`src/rtl/mts_pkg.sv`:
```
// mts_pkg: shared types, state codes and status codes of the min tracking stack
// no dependencies
`default_nettype none

package mts_pkg;

  localparam int VAL_W   = 32;
  localparam int ENTRY_W = 34;

  typedef logic signed [VAL_W-1:0]   val_t;
  typedef logic signed [ENTRY_W-1:0] entry_t;

  typedef logic [1:0] status_t;
  localparam status_t STAT_DONE      = 2'd0;
  localparam status_t STAT_POP_EMPTY = 2'd1;
  localparam status_t STAT_PUSH_FULL = 2'd2;

  localparam logic FUNC_PUSH = 1'b0;
  localparam logic FUNC_POP  = 1'b1;

  localparam val_t VAL_NONE = '1;

  typedef enum logic {
    ST_IDLE,
    ST_POP
  } state_t;

  typedef struct packed {
    entry_t push_entry;
    val_t   push_min;
    val_t   pop_min;
  } codec_res_t;

endpackage

`default_nettype wire

```
`src/rtl/mts_codec.sv`:
```
// mts_codec: encodes a pushed word against the minimum, restores the minimum on pop
// and decodes a stored entry; depends on mts_pkg
`default_nettype none

module mts_codec (
  input  wire logic                first_push,
  input  wire mts_pkg::val_t       push_value,
  input  wire mts_pkg::val_t       cur_min,
  input  wire mts_pkg::entry_t     pop_entry,
  input  wire mts_pkg::entry_t     dec_entry,
  input  wire mts_pkg::val_t       dec_min,
  output mts_pkg::codec_res_t      res,
  output mts_pkg::val_t            dec_top
);

  mts_pkg::entry_t v_ext;
  mts_pkg::entry_t min_ext;
  mts_pkg::entry_t dec_min_ext;
  mts_pkg::entry_t restored;

  assign v_ext       = mts_pkg::entry_t'(push_value);
  assign min_ext     = mts_pkg::entry_t'(cur_min);
  assign dec_min_ext = mts_pkg::entry_t'(dec_min);
  assign restored    = (min_ext <<< 1) - pop_entry;

  always_comb begin
    if (first_push) begin
      res.push_entry = v_ext;
      res.push_min   = push_value;
    end else if (v_ext < min_ext) begin
      res.push_entry = (v_ext <<< 1) - min_ext;
      res.push_min   = push_value;
    end else begin
      res.push_entry = v_ext;
      res.push_min   = cur_min;
    end
    if (pop_entry < min_ext) begin
      res.pop_min = restored[mts_pkg::VAL_W-1:0];
    end else begin
      res.pop_min = cur_min;
    end
    if (dec_entry < dec_min_ext) begin
      dec_top = dec_min;
    end else begin
      dec_top = dec_entry[mts_pkg::VAL_W-1:0];
    end
  end

endmodule

`default_nettype wire
```
`config.mk`:
```
export PLATFORM = sky130hd
export DESIGN_NAME = mts_codec
export DESIGN_NICKNAME = d
export VERILOG_FILES = /design/src/rtl/mts_pkg.sv /design/src/rtl/mts_codec.sv
export SDC_FILE = /design/constraint.sdc
export NUM_CORES = 1
export LEC_CHECK = 0
export ABC_CLOCK_PERIOD_IN_PS = 5550
export BUFFER_PORTS_ARGS = -buffer_cell sky130_fd_sc_hd__buf_2
export CORE_ASPECT_RATIO = 1.25
export CORE_MARGIN = 2
export CORE_UTILIZATION = 55
export DETAILED_ROUTE_END_ITERATION = 8
export GPL_TIMING_DRIVEN = 0
export PLACE_DENSITY = 0.95
export SYNTH_ARGS = -nofsm -noshare
export SYNTH_HDL_FRONTEND = slang
export SYNTH_SLANG_ARGS = --single-unit
```
`constraint.sdc`:
```
create_clock -name vclk -period 5.55
set_input_delay 0 -clock vclk [all_inputs]
set_output_delay 0 -clock vclk [all_outputs]
set_load 0.02 [all_outputs]
```
==> impl_metrics.tcl, run 1 <==
set metrics [dict create \
    status "complete, no violations" \
    worst-slew-pin-transition_ns 0.6373 \
    die_h_um 129.9 \
    final_common_cell "buf_2" \
    final.setup.tns_ns 0 \
    worstHoldPathType "in2out" \
    grt_max_degree 11 \
    gp_congestion 0.9565 \
    grtUsageTotal 0.3326 \
    setup_viol_count_final 0 \
    postSynthCellCount 941 \
    crit_chain "buf_2 -> inv_1 -> ha_1 -> a21o_1 -> a211oi_1 -> o21ai_1 -> a21oi_1 -> nor4_1 -> o221ai_1 -> a21oi_1 -> o21ai_1 -> buf_2 -> mux2i_1 -> buf_2" \
    place_ws_ns 2.285 \
    p_leak_nw 4.900 \
    powerDensity_mw_per_mm2 142.9 \
    drc 0 \
    crit_path_top_delay_cell "o21ai_1" \
    timing.fmax_ghz 0.2938 \
    synth.cell_area_mm2 0.006970 \
    synth-seq-area-share 0 \
    syn_nets 1266 \
    viasPerCell 5.947 \
    clock_buffers 0 \
    hold_ws_ns 0.3559 \
    wl_per_cell_um 17.29 \
    wl_met1_um 9152 \
    final_nets 1563 \
    final_cell_mix "307 x buf_2, 158 x ha_1, 105 x inv_1" \
    gr-total-overflow 0 \
    wl_um 24340 \
    via_count 8374 \
    fillers 1082 \
    critPathMostFrequentCell "buf_2" \
    start_kind "primary input" \
    met3_wirelength_um 1855 \
    worstSetupEndpointType "primary output" \
    finalNonFillerCells 1408 \
    yosysTopAreaCell "ha_1" \
    relSlewSlack 0.5731 \
    area.growth.synth_to_final_pct 24.34 \
    drt-initial-drc-count 516 \
    ioPinCount 295 \
    cts_hold_repair.buffers 0 \
    grt_pass1_wl_um 37590 \
    grt_pass1_vias 7970 \
    period_share 0.6133 \
    regArea_um2 0 \
    met2_length_um 12080 \
    first_pass_iters 6 \
    ir_drop_v 0.0001083 \
    die-area_mm2 0.01360 \
    rsz0062_at_grt "false" \
    start_util 0.5555 \
    io_buffers 295 \
    core_mm2 0.01255 \
    min_period_ns 3.404 \
    post_cts_resized 0 \
    die_width_um 104.7 \
    critPathArrivalTime_ns 3.40 \
    cap_violations 0 \
    hold_viol_final 0 \
    synth.distinct_cells 56 \
    crit_required_ns 5.55 \
    hpwl_um 20990 \
    ys_warn_count 0 \
    ys_top_cells_by_area "ha_1 28%, mux2_2 11%, a21o_1 6.4%, inv_1 5.7%, a21oi_1 5.5%" \
    timing.final.ws_setup_ns 2.146 \
    drive_gt1_frac 0.3204 \
    n_sequential_cell 0 \
    postCtsSetupRepairBufs 0 \
    syn_avg_cell_area_um2 7.407 \
    cpPeakStageDelay_ns 0.53 \
    crit_type "in2out" \
    drv_slew 0 \
    antenna_found_initial 4 \
    worst-path-max-fanout 10 \
    highest_layer "met4" \
    synth_top_area_share 0.2836 \
    rows 46 \
    dpl.cell_count 1404 \
    ant_nets 0 \
]
[cell families (layout without fill, tap and decap cells)]
family,count (synthesis),in the layout,share of synthesized area
other,0,4,0
adders and majority gates,160,160,0.2894
AOI/OAI and AO/OA,288,288,0.2685
buffers and inverters,127,422,0.07108
xor gates and xnor gates,59,59,0.07413
muxes,98,98,0.1540
and+or+nand+nor,209,209,0.1429
[metal layers]
layer,vias up,global-route usage
li1,4044,-
met1,3806,0.3718
met2,418,0.6251
met3,106,0.04196
met4,0,0.1624
met5,-,0
[critical path, delay by kind of cell]
family          cells  cell delay (ns)
compound gates      7             1.71
simple gates        1             0.14
buf+inv             4             0.93
mux                 1             0.36
fa+ha+maj           1             0.26
[power by group]
group / switching [W] / internal (W)
clock: 0 / 0.0000000000964
combinational: 0.000741 / 0.000497
sequential: 0 / 0
[per-stage QoR]
stage           power, W  utilization  area (µm²)
3_3_place_gp    0.001191       0.6900        8657
2_1_floorplan  0.0008383            -        6970
3_5_place_dp    0.001215       0.6900        8657
6_report        0.001238       0.6908        8667
4_1_cts         0.001222       0.6900        8657
5_1_grt         0.001340       0.6906        8665
[cell type report]
cell class	count	area (µm²)	area share
diodes	4	10.01	0.001155
repair buffers	295	1476	0.1703
plain buffers	22	101.3	0.01169
well taps	168	210.2	0.02425
multi-input cells	814	6475	0.7471
inverters	105	394.1	0.04547
[synth_stat cells, drive strengths merged (13+ instances only)]
| cell | count |
|---|---|
| nand2 | 72 |
| nor2b | 14 |
| inv | 105 |
| nand4 | 23 |
| mux2i | 27 |
| a21o | 59 |
| xnor2 | 37 |
| xor2 | 22 |
| o21ai | 78 |
| mux2 | 71 |
| buf | 13 |
| nor2 | 44 |
| ha | 158 |
| a21oi | 82 |
| nand3 | 16 |
[path summary, 6_finish.rpt]
path	to	depth (start not counted)	slack [ns]	start
setup / recovery	res[16]	14	2.15	cur_min[1]
hold / removal	dec_top[8]	3	0.36	dec_entry[8]
Note: power is estimated with default switching activity, not from simulation.
==> inputs of run 2 (changes only) <==
Settings changed: ABC_CLOCK_PERIOD_IN_PS 5550 to 3500, CORE_UTILIZATION 55 to 51, PLACE_DENSITY 0.95 to 0.91.
Clock period 5.55 ns to 3.5 ns, I/O delays scaled along.
==> impl_metrics.tcl, run 2 (synthesis gave the netlist of run 1 again) <==
set metrics [dict create \
    drive_gt1_frac 0.3204 \
    wl_um 24140 \
    hpwl_um 21010 \
    post_cts_resized 0 \
    core_mm2 0.01329 \
    dpl.cell_count 1407 \
    cap_violations 0 \
    first_pass_iters 5 \
    powerDensity_mw_per_mm2 225.9 \
    clock_buffers 0 \
    relSlewSlack 0.5640 \
    crit_type "in2out" \
    grt_max_degree 11 \
    final_nets 1563 \
    cts_hold_repair.buffers 0 \
    worst-path-max-fanout 10 \
    p_leak_nw 4.900 \
    timing.fmax_ghz 0.3035 \
    worstHoldPathType "in2out" \
    rsz0062_at_grt "false" \
    post-route-util 0.6519 \
    cp-endpoint "res[16]" \
    die_h_um 134.7 \
    drt-initial-drc-count 461 \
    final.setup.tns_ns 0 \
    viasPerCell 5.857 \
    start_kind "primary input" \
    finalNonFillerCells 1408 \
    grt_pass1_vias 8003 \
    final_common_cell "buf_2" \
    hold_viol_final 0 \
    ir_drop_v 0.0001381 \
    ant_nets 0 \
    ioPinCount 295 \
    start_util 0.5245 \
    final_cell_mix "307 x buf_2, 158 x ha_1, 105 x inv_1" \
    status "complete, no violations" \
    regArea_um2 0 \
    grt_pass1_wl_um 37120 \
    period_share 0.9413 \
    rows 47 \
    antenna_found_initial 4 \
    crit_required_ns 3.50 \
    wl_per_cell_um 17.15 \
    via_count 8247 \
    drv_slew 0 \
    n_sequential_cell 0 \
    gr-total-overflow 0 \
    worst-slew-pin-transition_ns 0.6509 \
    timing.critical_path.from "cur_min[1]" \
    min_period_ns 3.295 \
    die-area_mm2 0.01462 \
    gp_congestion 1.014 \
    postCtsSetupRepairBufs 0 \
    io_buffers 295 \
    setup_viol_count_final 0 \
    die_width_um 108.6 \
    critPathArrivalTime_ns 3.29 \
    area.growth.synth_to_final_pct 24.29 \
    worstSetupEndpointType "primary output" \
    grtUsageTotal 0.3098 \
    drc 0 \
]
[run 2: power breakdown]
| part | total, W | internal (W) | switching, W |
|---|---|---|---|
| Combinational | 0.00196 | 0.000789 | 0.00117 |
| Clock | 0.0000000000382 | 0.0000000000382 | 0 |
| Sequential | 0 | 0 | 0 |
[run 2: worst max-delay path, stage by stage]
cell and delay [ns]:
buf_2 0.11, inv_1 0.15, ha_1 0.26, a21o_1 0.16, a211oi_1 0.24, o21ai_1 0.14, a21oi_1 0.23, nor4_1 0.14
o221ai_1 0.19, a21oi_1 0.11, o21ai_1 0.48, buf_2 0.42, mux2i_1 0.41, buf_2 0.24
[run 2: routing by layer]
metal / track usage / wire length, µm / vias up
li1: - / - / 4042
met5: 0 / 34 / -
met3: 0.04151 / 1757 / 78
met1: 0.3472 / 9183 / 3760
met4: 0.1204 / 1000 / 6
met2: 0.5809 / 12170 / 361
[run 2: worst min-delay path by stage]
stage,startpoint,to,slack (ns),cells past startpoint
final,cur_min[31],res[63],0.36,3
after global routing,dec_min[3],dec_top[3],0.37,3
after CTS,dec_min[8],dec_top[8],0.36,3
after detailed placement,cur_min[31],res[63],0.36,3
after global placement,dec_entry[8],dec_top[8],0.35,3
after floorplan,cur_min[28],res[28],0.16,1
[run 2: per-stage QoR]
| step | power, W | hold slack [ns] | area (µm²) | setup slack [ns] |
|---|---|---|---|---|
| 6_report | 0.001957 | 0.3644 | 8663 | 0.2054 |
| 5_1_grt | 0.002122 | 0.3706 | 8663 | 0.06893 |
| 4_1_cts | 0.001941 | 0.3615 | 8661 | 0.2387 |
| 3_5_place_dp | 0.001931 | 0.3596 | 8661 | 0.2586 |
| 3_3_place_gp | 0.001889 | 0.3550 | 8661 | 0.2177 |
| 2_1_floorplan | 0.001329 | 0.1602 | 6970 | 1.048 |
[run 2: final cells by class]
cell class,instances,area [µm²]
Multi-Input combinational cell,814,6475
Fill cell,1194,4627
Timing Repair Buffer,295,1476
Inverter,105,394.1
Tap cell,171,214.0
Buffer,22,101.3
Antenna cell,1,2.502
==> inputs of run 3 (changes only) <==
Settings changed: MAX_ROUTING_LAYER set to met4.
==> impl_metrics.tcl, run 3 (synthesis gave the netlist of run 1 again) <==
set metrics [dict create \
    rsz0062_at_grt "false" \
    p_leak_nw 4.901 \
    drive_gt1_frac 0.3212 \
    comb_power_share 1.000 \
    critPathMostFrequentCell "buf_2" \
    dpl.cell_count 1407 \
    grt_pass1_vias 7999 \
    p_sw_w 0.001172 \
    hold_viol_final 0 \
    top_usage_layer "met2" \
    gp_congestion 1.017 \
    die_h_um 134.7 \
    grtUsageTotal 0.3240 \
    worst-path-max-fanout 10 \
    grt_use_met1 0.3506 \
    n_sequential_cell 0 \
    clock_buffers 0 \
    place_ws_ns 0.2580 \
    ir_drop_v 0.0001479 \
    drv_slew 0 \
    die-area_mm2 0.01462 \
    wl_per_cell_um 17.30 \
    crit_required_ns 3.50 \
    swShare 0.5978 \
    pwr-share-clk 0 \
    crit_type "in2out" \
    cts_hold_repair.buffers 0 \
    cpPeakStageDelay_ns 0.43 \
    dpl_cell_area_mm2 0.008661 \
    crit_chain "buf_2 -> inv_1 -> ha_1 -> a21o_1 -> a211oi_1 -> o21ai_1 -> a21oi_1 -> nor4_1 -> o221ai_1 -> a21oi_1 -> o21ai_2 -> buf_2 -> mux2i_1 -> buf_2" \
    rows 47 \
    period_share 0.9301 \
    timing.fmax_ghz 0.3072 \
    ioPinCount 295 \
    p_seq_frac 0 \
    worstHoldPathType "in2out" \
    status "complete, no violations" \
    io_buffers 295 \
    fillers 1192 \
    start_kind "primary input" \
    timing.critical_path.from "cur_min[1]" \
    ant_nets 0 \
    postCtsSetupRepairBufs 0 \
    cap_violations 0 \
    die_width_um 108.6 \
    area.growth.synth_to_final_pct 24.41 \
    met3_usage 0.05164 \
    hold_ws_ns 0.3595 \
    finalNonFillerCells 1410 \
    final_common_cell "buf_2" \
    min_period_ns 3.255 \
    design_area_mm2 0.008672 \
    crit_path_top_delay_cell "mux2i_1" \
    relSlewSlack 0.5800 \
    powerDensity_mw_per_mm2 226.1 \
    final_cell_mix "307 x buf_2, 158 x ha_1, 105 x inv_1" \
    final_nets 1563 \
    viasPerCell 5.889 \
    start_util 0.5245 \
    drt-initial-drc-count 550 \
    critPathArrivalTime_ns 3.26 \
    drc 0 \
    gr-total-overflow 0 \
    worstSetupEndpointType "primary output" \
    first_pass_iters 6 \
    multiInputGateArea_mm2 0.006479 \
    via_count 8304 \
    worst-slew-pin-transition_ns 0.6243 \
    post_cts_resized 0 \
    regArea_um2 0 \
    grt_max_degree 11 \
    hpwl_um 20960 \
    wl_um 24390 \
    setup_viol_count_final 0 \
    timing.final.ws_setup_ns 0.2447 \
    p_int_w 0.0007887 \
    grt_pass1_wl_um 37760 \
    antenna_found_initial 3 \
    final.setup.tns_ns 0 \
    holdCritStartpoint "dec_min[8]" \
    met2_usage 0.5833 \
    crit_family "compound AO/OA/AOI/OAI gates" \
    core_mm2 0.01329 \
    worst-path-buf-inv 4 \
]
## run 3: cell types whose count changed in the layout (fill, tap and decap cells not counted)
cell,change
o21ai_2,+1
diode_2,+2
o21ai_1,-1
## run 3: power by group through the flow
stage	Combinational (W)	Sequential (W)	Clock, W
2_1_floorplan	0.00133	0	0
5_1_grt	0.00212	0	0.000000000115
3_5_place_dp	0.00193	0	0
3_3_place_gp	0.00189	0	0
6_report	0.00196	0	0.000000000115
4_1_cts	0.00194	0	0
## run 3: per-stage QoR
step	power [W]	util
2_1_floorplan	0.001329	-
3_3_place_gp	0.001889	0.6517
3_5_place_dp	0.001927	0.6517
4_1_cts	0.001938	0.6517
5_1_grt	0.002122	0.6525
6_report	0.001961	0.6525
## run 3: tightest hold or removal path: cells and delay by family
| kind | cells | cell delay, ns |
|---|---|---|
| buffers and inverters | 2 | 0.24 |
| muxes | 1 | 0.11 |
## run 3: worst paths after layout
path	to	slack, ns	depth (start not counted)
setup / recovery	res[16]	0.24	14
hold / removal	dec_top[8]	0.36	3
## run 3: final cells by class
class / count / area share
antenna: 3 / 0.0008657
buffer: 22 / 0.01169
inverter: 105 / 0.04545
multi-input combinational: 814 / 0.7471
tap: 171 / 0.02467
timing repair buffer: 295 / 0.1703
## run 3: metal layers
layer	up-vias	wire length, µm
li1	4034	-
met3	85	1798
met2	369	12310
met5	-	0
met1	3816	9282
met4	0	1001
